==> src/lcd_pkg.sv <==
`timescale 1ns / 1ps

package lcd_pkg;

  localparam logic [7:0] CHAR_LF = 8'd10;
  localparam logic [7:0] CHAR_CR = 8'd13;

  localparam int WORD_LEN   = 8;
  localparam int PREFIX_LEN = 9;
  localparam int MAC_POS_W  = 5;

  localparam logic [63:0] WORD_NFC  = {"NFC_", "READ"};
  localparam logic [63:0] WORD_SCAN = {"BLE_", "SCAN"};
  localparam logic [63:0] WORD_STOP = {"BLE_", "STOP"};
  localparam logic [71:0] WORD_RSSI = {"BLE_", "RSSI:"};

  typedef enum logic [1:0] {
    CMD_NFC  = 2'd0,
    CMD_SCAN = 2'd1,
    CMD_RSSI = 2'd2,
    CMD_STOP = 2'd3
  } cmd_e;

  typedef enum logic [1:0] {
    MODE_IDLE     = 2'd0,
    MODE_NFC      = 2'd1,
    MODE_BLE_REG  = 2'd2,
    MODE_BLE_TRK  = 2'd3
  } mode_e;

  typedef enum logic {
    KIND_CMD = 1'b0,
    KIND_MAC = 1'b1
  } kind_e;

  typedef enum logic {
    EV_RX_NOTIFY = 1'b0,
    EV_STOP      = 1'b1
  } event_e;

  // command handed from the line tracker to the result sequencer
  typedef struct packed {
    logic valid;
    cmd_e code;
    logic has_mac;
    logic load_mac;
  } cmd_t;

  function automatic logic [7:0] word8_char(logic [63:0] word, logic [2:0] idx);
    return word[8 * (7 - int'(idx)) +: 8];
  endfunction

  function automatic logic [7:0] rssi_char(logic [3:0] idx);
    return WORD_RSSI[8 * (8 - int'(idx)) +: 8];
  endfunction

  function automatic mode_e mode_of(cmd_e code);
    mode_e m;
    unique case (code)
      CMD_NFC:  m = MODE_NFC;
      CMD_SCAN: m = MODE_BLE_REG;
      CMD_RSSI: m = MODE_BLE_TRK;
      CMD_STOP: m = MODE_IDLE;
      default:  m = MODE_IDLE;
    endcase
    return m;
  endfunction

endpackage

==> src/lcd_line_tracker.sv <==
`timescale 1ns / 1ps

module lcd_line_tracker #(
  parameter int LINE_MAX = 62,
  parameter int MAC_LEN  = 17
) (
  input  logic          clk_i,
  input  logic          rst_ni,
  input  logic          in_valid_i,
  output logic          in_stall_o,
  input  logic [7:0]    rx_byte_i,
  input  logic          cmd_ready_i,
  output lcd_pkg::cmd_t cmd_o,
  output logic [7:0]    cmd_mac_o [MAC_LEN]
);

  localparam int LW = $clog2(LINE_MAX + 1);
  localparam int MW = (MAC_LEN > 1) ? $clog2(MAC_LEN) : 1;

  logic [LW-1:0] len_q, len_d;
  logic [LW-1:0] eff_q, eff_d;
  logic          zero_seen_q, zero_seen_d;
  logic          nfc_ok_q, nfc_ok_d;
  logic          scan_ok_q, scan_ok_d;
  logic          stop_ok_q, stop_ok_d;
  logic          rssi_ok_q, rssi_ok_d;
  logic [7:0]    cand_q [MAC_LEN];

  logic          is_eol;
  logic          accept;
  logic          store_byte;
  logic          grow_eff;
  logic          cand_we;
  logic [MW-1:0] cand_idx;
  logic          is_eight;
  logic          hit_nfc, hit_scan, hit_stop, hit_rssi;

  assign is_eol     = (rx_byte_i == lcd_pkg::CHAR_LF) || (rx_byte_i == lcd_pkg::CHAR_CR);
  // only a line end can produce a command, so only a line end waits on the sequencer
  assign in_stall_o = is_eol && !cmd_ready_i;
  assign accept     = in_valid_i && !in_stall_o;
  assign store_byte = accept && !is_eol && (len_q < LW'(LINE_MAX));
  assign grow_eff   = store_byte && !zero_seen_q && (rx_byte_i != 8'd0);

  assign cand_we  = grow_eff && (int'(eff_q) >= lcd_pkg::PREFIX_LEN) &&
                    (int'(eff_q) < lcd_pkg::PREFIX_LEN + MAC_LEN);
  assign cand_idx = MW'(eff_q - LW'(lcd_pkg::PREFIX_LEN));

  assign is_eight = (eff_q == LW'(lcd_pkg::WORD_LEN));
  assign hit_nfc  = is_eight && nfc_ok_q;
  assign hit_scan = is_eight && scan_ok_q;
  assign hit_stop = is_eight && stop_ok_q;
  assign hit_rssi = (int'(eff_q) >= lcd_pkg::PREFIX_LEN) && rssi_ok_q;

  always_comb begin
    cmd_o         = '0;
    cmd_o.code    = lcd_pkg::CMD_NFC;
    priority if (hit_nfc) begin
      cmd_o.code = lcd_pkg::CMD_NFC;
    end else if (hit_scan) begin
      cmd_o.code    = lcd_pkg::CMD_SCAN;
      cmd_o.has_mac = 1'b1;
    end else if (hit_rssi) begin
      cmd_o.code     = lcd_pkg::CMD_RSSI;
      cmd_o.has_mac  = 1'b1;
      cmd_o.load_mac = 1'b1;
    end else if (hit_stop) begin
      cmd_o.code = lcd_pkg::CMD_STOP;
    end
    cmd_o.valid = accept && is_eol && (len_q != '0) &&
                  (hit_nfc || hit_scan || hit_rssi || hit_stop);
  end

  // mac characters past the end of the effective line read as zero
  always_comb begin
    for (int i = 0; i < MAC_LEN; i++) begin
      cmd_mac_o[i] = ((lcd_pkg::PREFIX_LEN + i) < int'(eff_q)) ? cand_q[i] : 8'd0;
    end
  end

  always_comb begin
    len_d       = len_q;
    eff_d       = eff_q;
    zero_seen_d = zero_seen_q;
    nfc_ok_d    = nfc_ok_q;
    scan_ok_d   = scan_ok_q;
    stop_ok_d   = stop_ok_q;
    rssi_ok_d   = rssi_ok_q;
    if (accept && is_eol) begin
      len_d       = '0;
      eff_d       = '0;
      zero_seen_d = 1'b0;
      nfc_ok_d    = 1'b1;
      scan_ok_d   = 1'b1;
      stop_ok_d   = 1'b1;
      rssi_ok_d   = 1'b1;
    end else if (store_byte) begin
      len_d = len_q + LW'(1);
      if (!zero_seen_q && rx_byte_i == 8'd0) begin
        zero_seen_d = 1'b1;
      end
      if (grow_eff) begin
        eff_d = eff_q + LW'(1);
        if (int'(eff_q) < lcd_pkg::WORD_LEN) begin
          nfc_ok_d  = nfc_ok_q &&
                      (rx_byte_i == lcd_pkg::word8_char(lcd_pkg::WORD_NFC, eff_q[2:0]));
          scan_ok_d = scan_ok_q &&
                      (rx_byte_i == lcd_pkg::word8_char(lcd_pkg::WORD_SCAN, eff_q[2:0]));
          stop_ok_d = stop_ok_q &&
                      (rx_byte_i == lcd_pkg::word8_char(lcd_pkg::WORD_STOP, eff_q[2:0]));
        end
        if (int'(eff_q) < lcd_pkg::PREFIX_LEN) begin
          rssi_ok_d = rssi_ok_q && (rx_byte_i == lcd_pkg::rssi_char(eff_q[3:0]));
        end
      end
    end
  end

  always_ff @(posedge clk_i or negedge rst_ni) begin
    if (!rst_ni) begin
      len_q       <= '0;
      eff_q       <= '0;
      zero_seen_q <= 1'b0;
      nfc_ok_q    <= 1'b1;
      scan_ok_q   <= 1'b1;
      stop_ok_q   <= 1'b1;
      rssi_ok_q   <= 1'b1;
    end else begin
      len_q       <= len_d;
      eff_q       <= eff_d;
      zero_seen_q <= zero_seen_d;
      nfc_ok_q    <= nfc_ok_d;
      scan_ok_q   <= scan_ok_d;
      stop_ok_q   <= stop_ok_d;
      rssi_ok_q   <= rssi_ok_d;
    end
  end

  always_ff @(posedge clk_i) begin
    if (cand_we) begin
      cand_q[cand_idx] <= rx_byte_i;
    end
  end

endmodule

==> src/lcd_result_seq.sv <==
`timescale 1ns / 1ps

module lcd_result_seq #(
  parameter int MAC_LEN = 17
) (
  input  logic                            clk_i,
  input  logic                            rst_ni,
  input  lcd_pkg::cmd_t                   cmd_i,
  input  logic [7:0]                      cmd_mac_i [MAC_LEN],
  output logic                            cmd_ready_o,
  output logic                            out_valid_o,
  input  logic                            out_stall_i,
  output logic                            item_kind_o,
  output logic [1:0]                      command_code_o,
  output logic [1:0]                      new_mode_o,
  output logic                            event_kind_o,
  output logic [7:0]                      mac_char_o,
  output logic [lcd_pkg::MAC_POS_W-1:0]   mac_position_o,
  output logic                            last_o
);

  localparam int MW   = (MAC_LEN > 1) ? $clog2(MAC_LEN) : 1;
  localparam int PosW = lcd_pkg::MAC_POS_W;

  logic          out_valid_q;
  logic          pending_q;
  logic [MW-1:0] cnt_q;
  logic [7:0]    mac_store_q [MAC_LEN];

  logic          kind_q;
  logic [1:0]    code_q;
  logic [1:0]    mode_q;
  logic          event_q;
  logic [7:0]    char_q;
  logic [PosW-1:0] pos_q;
  logic          last_q;

  logic          slot_free;
  logic          take_cmd;
  logic          take_mac;
  logic          mac_final;

  assign slot_free   = !out_valid_q || !out_stall_i;
  assign cmd_ready_o = slot_free && !pending_q;
  assign take_cmd    = cmd_i.valid && cmd_ready_o;
  assign take_mac    = pending_q && slot_free;
  assign mac_final   = (cnt_q == MW'(MAC_LEN - 1));

  always_ff @(posedge clk_i or negedge rst_ni) begin
    if (!rst_ni) begin
      out_valid_q <= 1'b0;
      pending_q   <= 1'b0;
      cnt_q       <= '0;
      for (int i = 0; i < MAC_LEN; i++) begin
        mac_store_q[i] <= 8'd0;
      end
    end else begin
      if (take_cmd) begin
        out_valid_q <= 1'b1;
        pending_q   <= cmd_i.has_mac;
        cnt_q       <= '0;
        // scan clears the mac, rssi loads it from the line
        if (cmd_i.has_mac) begin
          for (int i = 0; i < MAC_LEN; i++) begin
            mac_store_q[i] <= cmd_i.load_mac ? cmd_mac_i[i] : 8'd0;
          end
        end
      end else if (take_mac) begin
        out_valid_q <= 1'b1;
        cnt_q       <= cnt_q + MW'(1);
        if (mac_final) begin
          pending_q <= 1'b0;
        end
      end else if (slot_free) begin
        out_valid_q <= 1'b0;
      end
    end
  end

  always_ff @(posedge clk_i) begin
    if (take_cmd) begin
      kind_q  <= lcd_pkg::KIND_CMD;
      code_q  <= cmd_i.code;
      mode_q  <= lcd_pkg::mode_of(cmd_i.code);
      event_q <= (cmd_i.code == lcd_pkg::CMD_STOP) ? lcd_pkg::EV_STOP
                                                   : lcd_pkg::EV_RX_NOTIFY;
      char_q  <= 8'd0;
      pos_q   <= '0;
      last_q  <= !cmd_i.has_mac;
    end else if (take_mac) begin
      kind_q  <= lcd_pkg::KIND_MAC;
      code_q  <= lcd_pkg::CMD_NFC;
      mode_q  <= lcd_pkg::MODE_IDLE;
      event_q <= lcd_pkg::EV_RX_NOTIFY;
      char_q  <= mac_store_q[cnt_q];
      pos_q   <= PosW'(cnt_q);
      last_q  <= mac_final;
    end
  end

  assign out_valid_o    = out_valid_q;
  assign item_kind_o    = kind_q;
  assign command_code_o = code_q;
  assign new_mode_o     = mode_q;
  assign event_kind_o   = event_q;
  assign mac_char_o     = char_q;
  assign mac_position_o = pos_q;
  assign last_o         = last_q;

endmodule

==> src/line_command_decoder.sv <==
`timescale 1ns / 1ps

// Line command decoder: takes one received byte per request and builds a line of up to
// LINE_MAX characters, dropping bytes past that. CR or LF ends a non-empty line; the line
// is matched up to its first zero byte exactly against the nfc read, ble scan and ble stop
// command words, and by prefix against the ble rssi word with its colon (followed by up to
// MAC_LEN mac characters). Matching runs as each byte arrives, so ordinary bytes are taken
// one per cycle at all times. A matched line gives one command result, and the scan and
// rssi commands add MAC_LEN mac character results, one per cycle from the output register
// while the output is not stalled; a line end that arrives while those are still going out
// is held off until the sequencer has issued the last mac character.

module line_command_decoder #(
  parameter int LINE_MAX = 62,
  parameter int MAC_LEN  = 17
) (
  input  logic                          clk_i,
  input  logic                          rst_ni,
  input  logic                          in_valid_i,
  output logic                          in_stall_o,
  input  logic [7:0]                    rx_byte_i,
  output logic                          out_valid_o,
  input  logic                          out_stall_i,
  output logic                          item_kind_o,
  output logic [1:0]                    command_code_o,
  output logic [1:0]                    new_mode_o,
  output logic                          event_kind_o,
  output logic [7:0]                    mac_char_o,
  output logic [lcd_pkg::MAC_POS_W-1:0] mac_position_o,
  output logic                          last_o
);

  lcd_pkg::cmd_t cmd;
  logic [7:0]    cmd_mac [MAC_LEN];
  logic          cmd_ready;

  lcd_line_tracker #(
    .LINE_MAX(LINE_MAX),
    .MAC_LEN (MAC_LEN)
  ) u_tracker (
    .clk_i      (clk_i),
    .rst_ni     (rst_ni),
    .in_valid_i (in_valid_i),
    .in_stall_o (in_stall_o),
    .rx_byte_i  (rx_byte_i),
    .cmd_ready_i(cmd_ready),
    .cmd_o      (cmd),
    .cmd_mac_o  (cmd_mac)
  );

  lcd_result_seq #(
    .MAC_LEN(MAC_LEN)
  ) u_seq (
    .clk_i         (clk_i),
    .rst_ni        (rst_ni),
    .cmd_i         (cmd),
    .cmd_mac_i     (cmd_mac),
    .cmd_ready_o   (cmd_ready),
    .out_valid_o   (out_valid_o),
    .out_stall_i   (out_stall_i),
    .item_kind_o   (item_kind_o),
    .command_code_o(command_code_o),
    .new_mode_o    (new_mode_o),
    .event_kind_o  (event_kind_o),
    .mac_char_o    (mac_char_o),
    .mac_position_o(mac_position_o),
    .last_o        (last_o)
  );

endmodule

==> config.mk <==
export PLATFORM = sky130hd
export DESIGN_NAME = line_command_decoder
export DESIGN_NICKNAME = d
export VERILOG_FILES = /design/src/lcd_pkg.sv /design/src/lcd_line_tracker.sv /design/src/lcd_result_seq.sv /design/src/line_command_decoder.sv
export SDC_FILE = /design/constraint.sdc
export NUM_CORES = 1
export LEC_CHECK = 0
export BUFFER_PORTS_ARGS = -buffer_cell sky130_fd_sc_hd__buf_2
export CORE_UTILIZATION = 40
export CTS_BUF_LIST = sky130_fd_sc_hd__clkbuf_8
export CTS_CLUSTER_DIAMETER = 40
export CTS_CLUSTER_SIZE = 12
export DETAILED_ROUTE_END_ITERATION = 10
export GPL_TIMING_DRIVEN = 1
export SKIP_CTS_REPAIR_TIMING = 1
export SYNTH_ARGS = -nofsm -noshare
export SYNTH_HDL_FRONTEND = slang
export SYNTH_SLANG_ARGS = --single-unit
==> constraint.sdc <==
create_clock -name clk_i -period 7.19 [get_ports clk_i]
set_clock_uncertainty 0.1 [all_clocks]
set_input_delay 0.719 -clock clk_i [delete_from_list [all_inputs] [get_ports clk_i]]
set_output_delay 0.719 -clock clk_i [all_outputs]
set_load 0.1 [all_outputs]
==> key figures <==
Setup path
  – Critical path endpoint category: register
  – CP arrival: 3910 ps
  – WS Path Type: reg2reg
  – Worst path required time: 7250 ps
  – CP Max Fanout: 23
  – Kind of start point of the critical path: register

Clock tree
  – CTS Buffer Depth: 3
  – CTS root buf: clkbuf_8
  – Clock transition at the registers of the reported paths: 70 ps
  – Total CTS buffers: 43
  – # clock sinks: about 320
  – Max H-tree Level: 2
  – TritonCTS clock tree: done
  – Clk Latency, worst-skew pair: roughly 560 ps

Placement
  – GPL Wtd Cong: 0.836
  – Placement Setup Slack: between 2000 and 3000 ps
  – DP Wirelength: 19800 um
  – Placed inst area: 0.0140 mm^2
  – IO buf count: 33

Worst hold path
  – Worst hold path class: in2async

Route
  – Drt via density: 5.22
  – Final WL: ~32000 um
  – DR iter-0 viols: 703
  – Drt first pass iters: 5
  – Wire per inst: 18.7 um
  – Via count: 8898
  – Final ANT Viol Nets: 0
  – DR DRC count: 0

Pwr
  – Pwr dens: 299 mW/mm^2
  – Clk pwr share: between 30% and 40%
  – Sw Share: ~33%
  – Cell-internal power: 3.01 mW
  – Part of the power in combinational logic: 21.2%
  – LEAKAGE: 5.56 nW
  – Worst IR Drop VDD: 0.184 mV
  – Sequential share of power: 45.8%
  – P_sw: 1.47 mW

Synthesis
  – Netlist cell types: 60
  – Syn Area/Cell: between 10 and 15 um^2
  – Syn_nets: 1238
  – Async SR Flop Fraction: between 50 and 60%
  – Post-synthesis register bit count: 316
  – Ys flop type: dfrtp_1
  – Yosys warns: 0
  – Post-synthesis cell area: 0.0137 mm^2
  – Sequential area share after synthesis: 62.6%
  – Cells after Synth: 1213
  – EDFF count, synth: 142

Die
  – Die area: 0.0349 mm^2
  – Chip Height: 187 um
  – Die width: 187 um
  – Initial Util: 40.7%
  – IO Pins: 34
  – Core area: 0.0335 mm^2
  – Std-Cell Rows: 67

STA
  – Least-Margin Pin Slew: approximately 1200 ps
  – Fin. Hold Viols: 0
  – Setup violations, final: 0
  – Max-slew violation count: 0
  – Final min period: ~3900 ps
  – FMAX: 260 MHz
  – Fin crit share: between 50% and 60%
  – PnR worst setup slack: 3340 ps
  – RSZ-0062 raised after global routing: false
  – Setup TNS: 0 ps
  – Slew headroom: 20.7%

Flow run
  – Maxcap violations: 0

GRT
  – Largest net degree at the start of global routing: 275
  – Global Route met1 Usage: 27.1%
  – Total track usage: 18.7%
  – Vias in the first global route: 8722
  – Met3 global-route usage: under 10%
  – First-pass GRT wire length: around 50000 um
  – GRT Max-Usage Layer: met2
  – Gr ovfl total: 0
  – Initial antenna violation count: 0
  – GRT met2 Usage: 29.4%

Layout
  – N_diodes: 0
  – Synth-to-Final Area Change: 9.76%
  – Ratio of cells with drive above 1 in the final layout: 12.2%
  – Final net count: ~1200
  – Finished Cell Area: 0.0150 mm^2

Run status
  – Outcome: finished, final reports clean
## flip-flops by register name, summed over array words and instances, names as in the netlist, 5 cells and up
| name | count |
|---|---|
| u_seq.mac_store_q | 136 |
| u_tracker.cand_q | 136 |
| u_seq.mac_char_o | 8 |
| u_tracker.eff_q | 6 |
| u_tracker.len_q | 6 |
| u_seq.cnt_q | 5 |
| u_seq.mac_position_o | 5 |
## placed cells by master, fill, tap and decap left out, types with 4 or more instances in the layout
cell type / instances
clkinv_4: 5
nor2_1: 61
nor2b_1: 11
clkinv_1: 5
inv_1: 20
ha_1: 13
and3_1: 5
nor3_1: 16
o21ai_0: 78
dfrtp_1: 155
a211oi_1: 7
nor4_1: 4
xnor2_1: 12
edfxtp_1: 142
a21o_1: 7
nand3_1: 7
a21oi_1: 40
buf_4: 5
dfxtp_1: 14
buf_2: 32
mux4_2: 32
dfstp_2: 4
and2_1: 6
nand2_1: 329
clkbuf_8: 50
a22o_1: 7
mux2i_1: 5
o21ai_1: 79
a22oi_1: 11
inv_6: 5
xor2_1: 22
nand4_1: 12
## power by group through the flow
stage               registers (mW)  logic, mW  clock network, mW
global route                  2.06       1.05               1.60
CTS                           2.05      0.949               1.52
global placement              2.09      0.940                  0
floorplan                     2.16      0.635                  0
detailed placement            2.09      0.944                  0
finish                        2.05      0.948               1.48
## layer usage
metal / routed length (um) / part of all wire, %
met4: 608 / 1.9
met3: 1720 / 5.4
met2: 14600 / 46
met1: 14800 / 47
met5: 0 / 0
## cell type report
| cell class | instances | area, um^2 |
|---|---|---|
| clock inverters | 30 | 260 |
| inverters | 15 | 56.3 |
| repair buffers | 39 | 229 |
| fillers | 3198 | 18500 |
| well taps | 448 | 561 |
| flip-flops and latches | 316 | 8550 |
| multi-input cells | 805 | 4640 |
| clock buffers | 50 | 688 |
## Yosys cell counts, drive strengths merged (4+ instances only)
cell    number  area, um^2
xnor2       12         105
a22oi       11        82.6
xor2        22         193
buf         41         280
mux4        32         721
a22o         7        61.3
dfstp        4         105
a211oi       8        65.1
mux2i        5        50.1
dfxtp       14         280
and3         5        31.3
dfrtp      156        3900
inv         14        52.6
nand4       12        75.1
o21ai      157         786
edfxtp     142        4260
nand3        7        35.0
nor4         5        46.3
a21oi       41         205
ha          13         163
and2         6        37.5
nand2      329        1230
clkbuf      36         141
a21o         7        52.6
nor3        16        80.1
nor2b       11        68.8
nor2        62         235
## through the flow
step / std cells / hold WS, ps / util, % / total power [mW]
after floorplan: 1213 / 323 / - / 2.80
after global placement: 1623 / 342 / 41.9 / 3.03
after detailed placement: 1623 / 348 / 41.9 / 3.03
after CTS: 1703 / 222 / 44.7 / 4.52
after global routing: 1703 / 267 / 44.7 / 4.71
final: 1703 / 194 / 44.7 / 4.48
## worst max-delay path: stages (launching register included)
cell and delay (ps):
dfrtp_1 880, inv_1 320, ha_1 400, nor3b_1 180
o21ai_1 200, and3_1 270, nand2_1 130, nor3_1 970
## cells by family (layout without fill, tap and decap cells)
group           after synthesis  in the layout  synth area share [%]
simple gates                464            464                  14.1
flops                       316            316                  62.6
compound gates              256            256                  10.7
buf+inv                      92            134                  3.50
mux                          38             38                  5.73
xor+xnor                     34             34                  2.18
fa+ha+maj                    13             13                  1.19
## final timing paths
check,start,end,slack [ps],depth (start not counted)
hold reg to reg,u_seq.mac_position_o[2],u_seq.mac_position_o[2],360,2
setup reg to reg,u_tracker.eff_q[0],u_tracker.cand_q[15][1],3340,7
setup / recovery,u_tracker.eff_q[0],u_tracker.cand_q[15][1],3340,7
min in group clk_i,u_seq.mac_position_o[2],u_seq.mac_position_o[2],360,2
max in group asynchronous,rst_ni,u_seq.mac_store_q[68],5420,2
hold / removal,rst_ni,u_seq.cnt_q[0],190,1
Note: power is estimated with default switching activity, not from simulation.
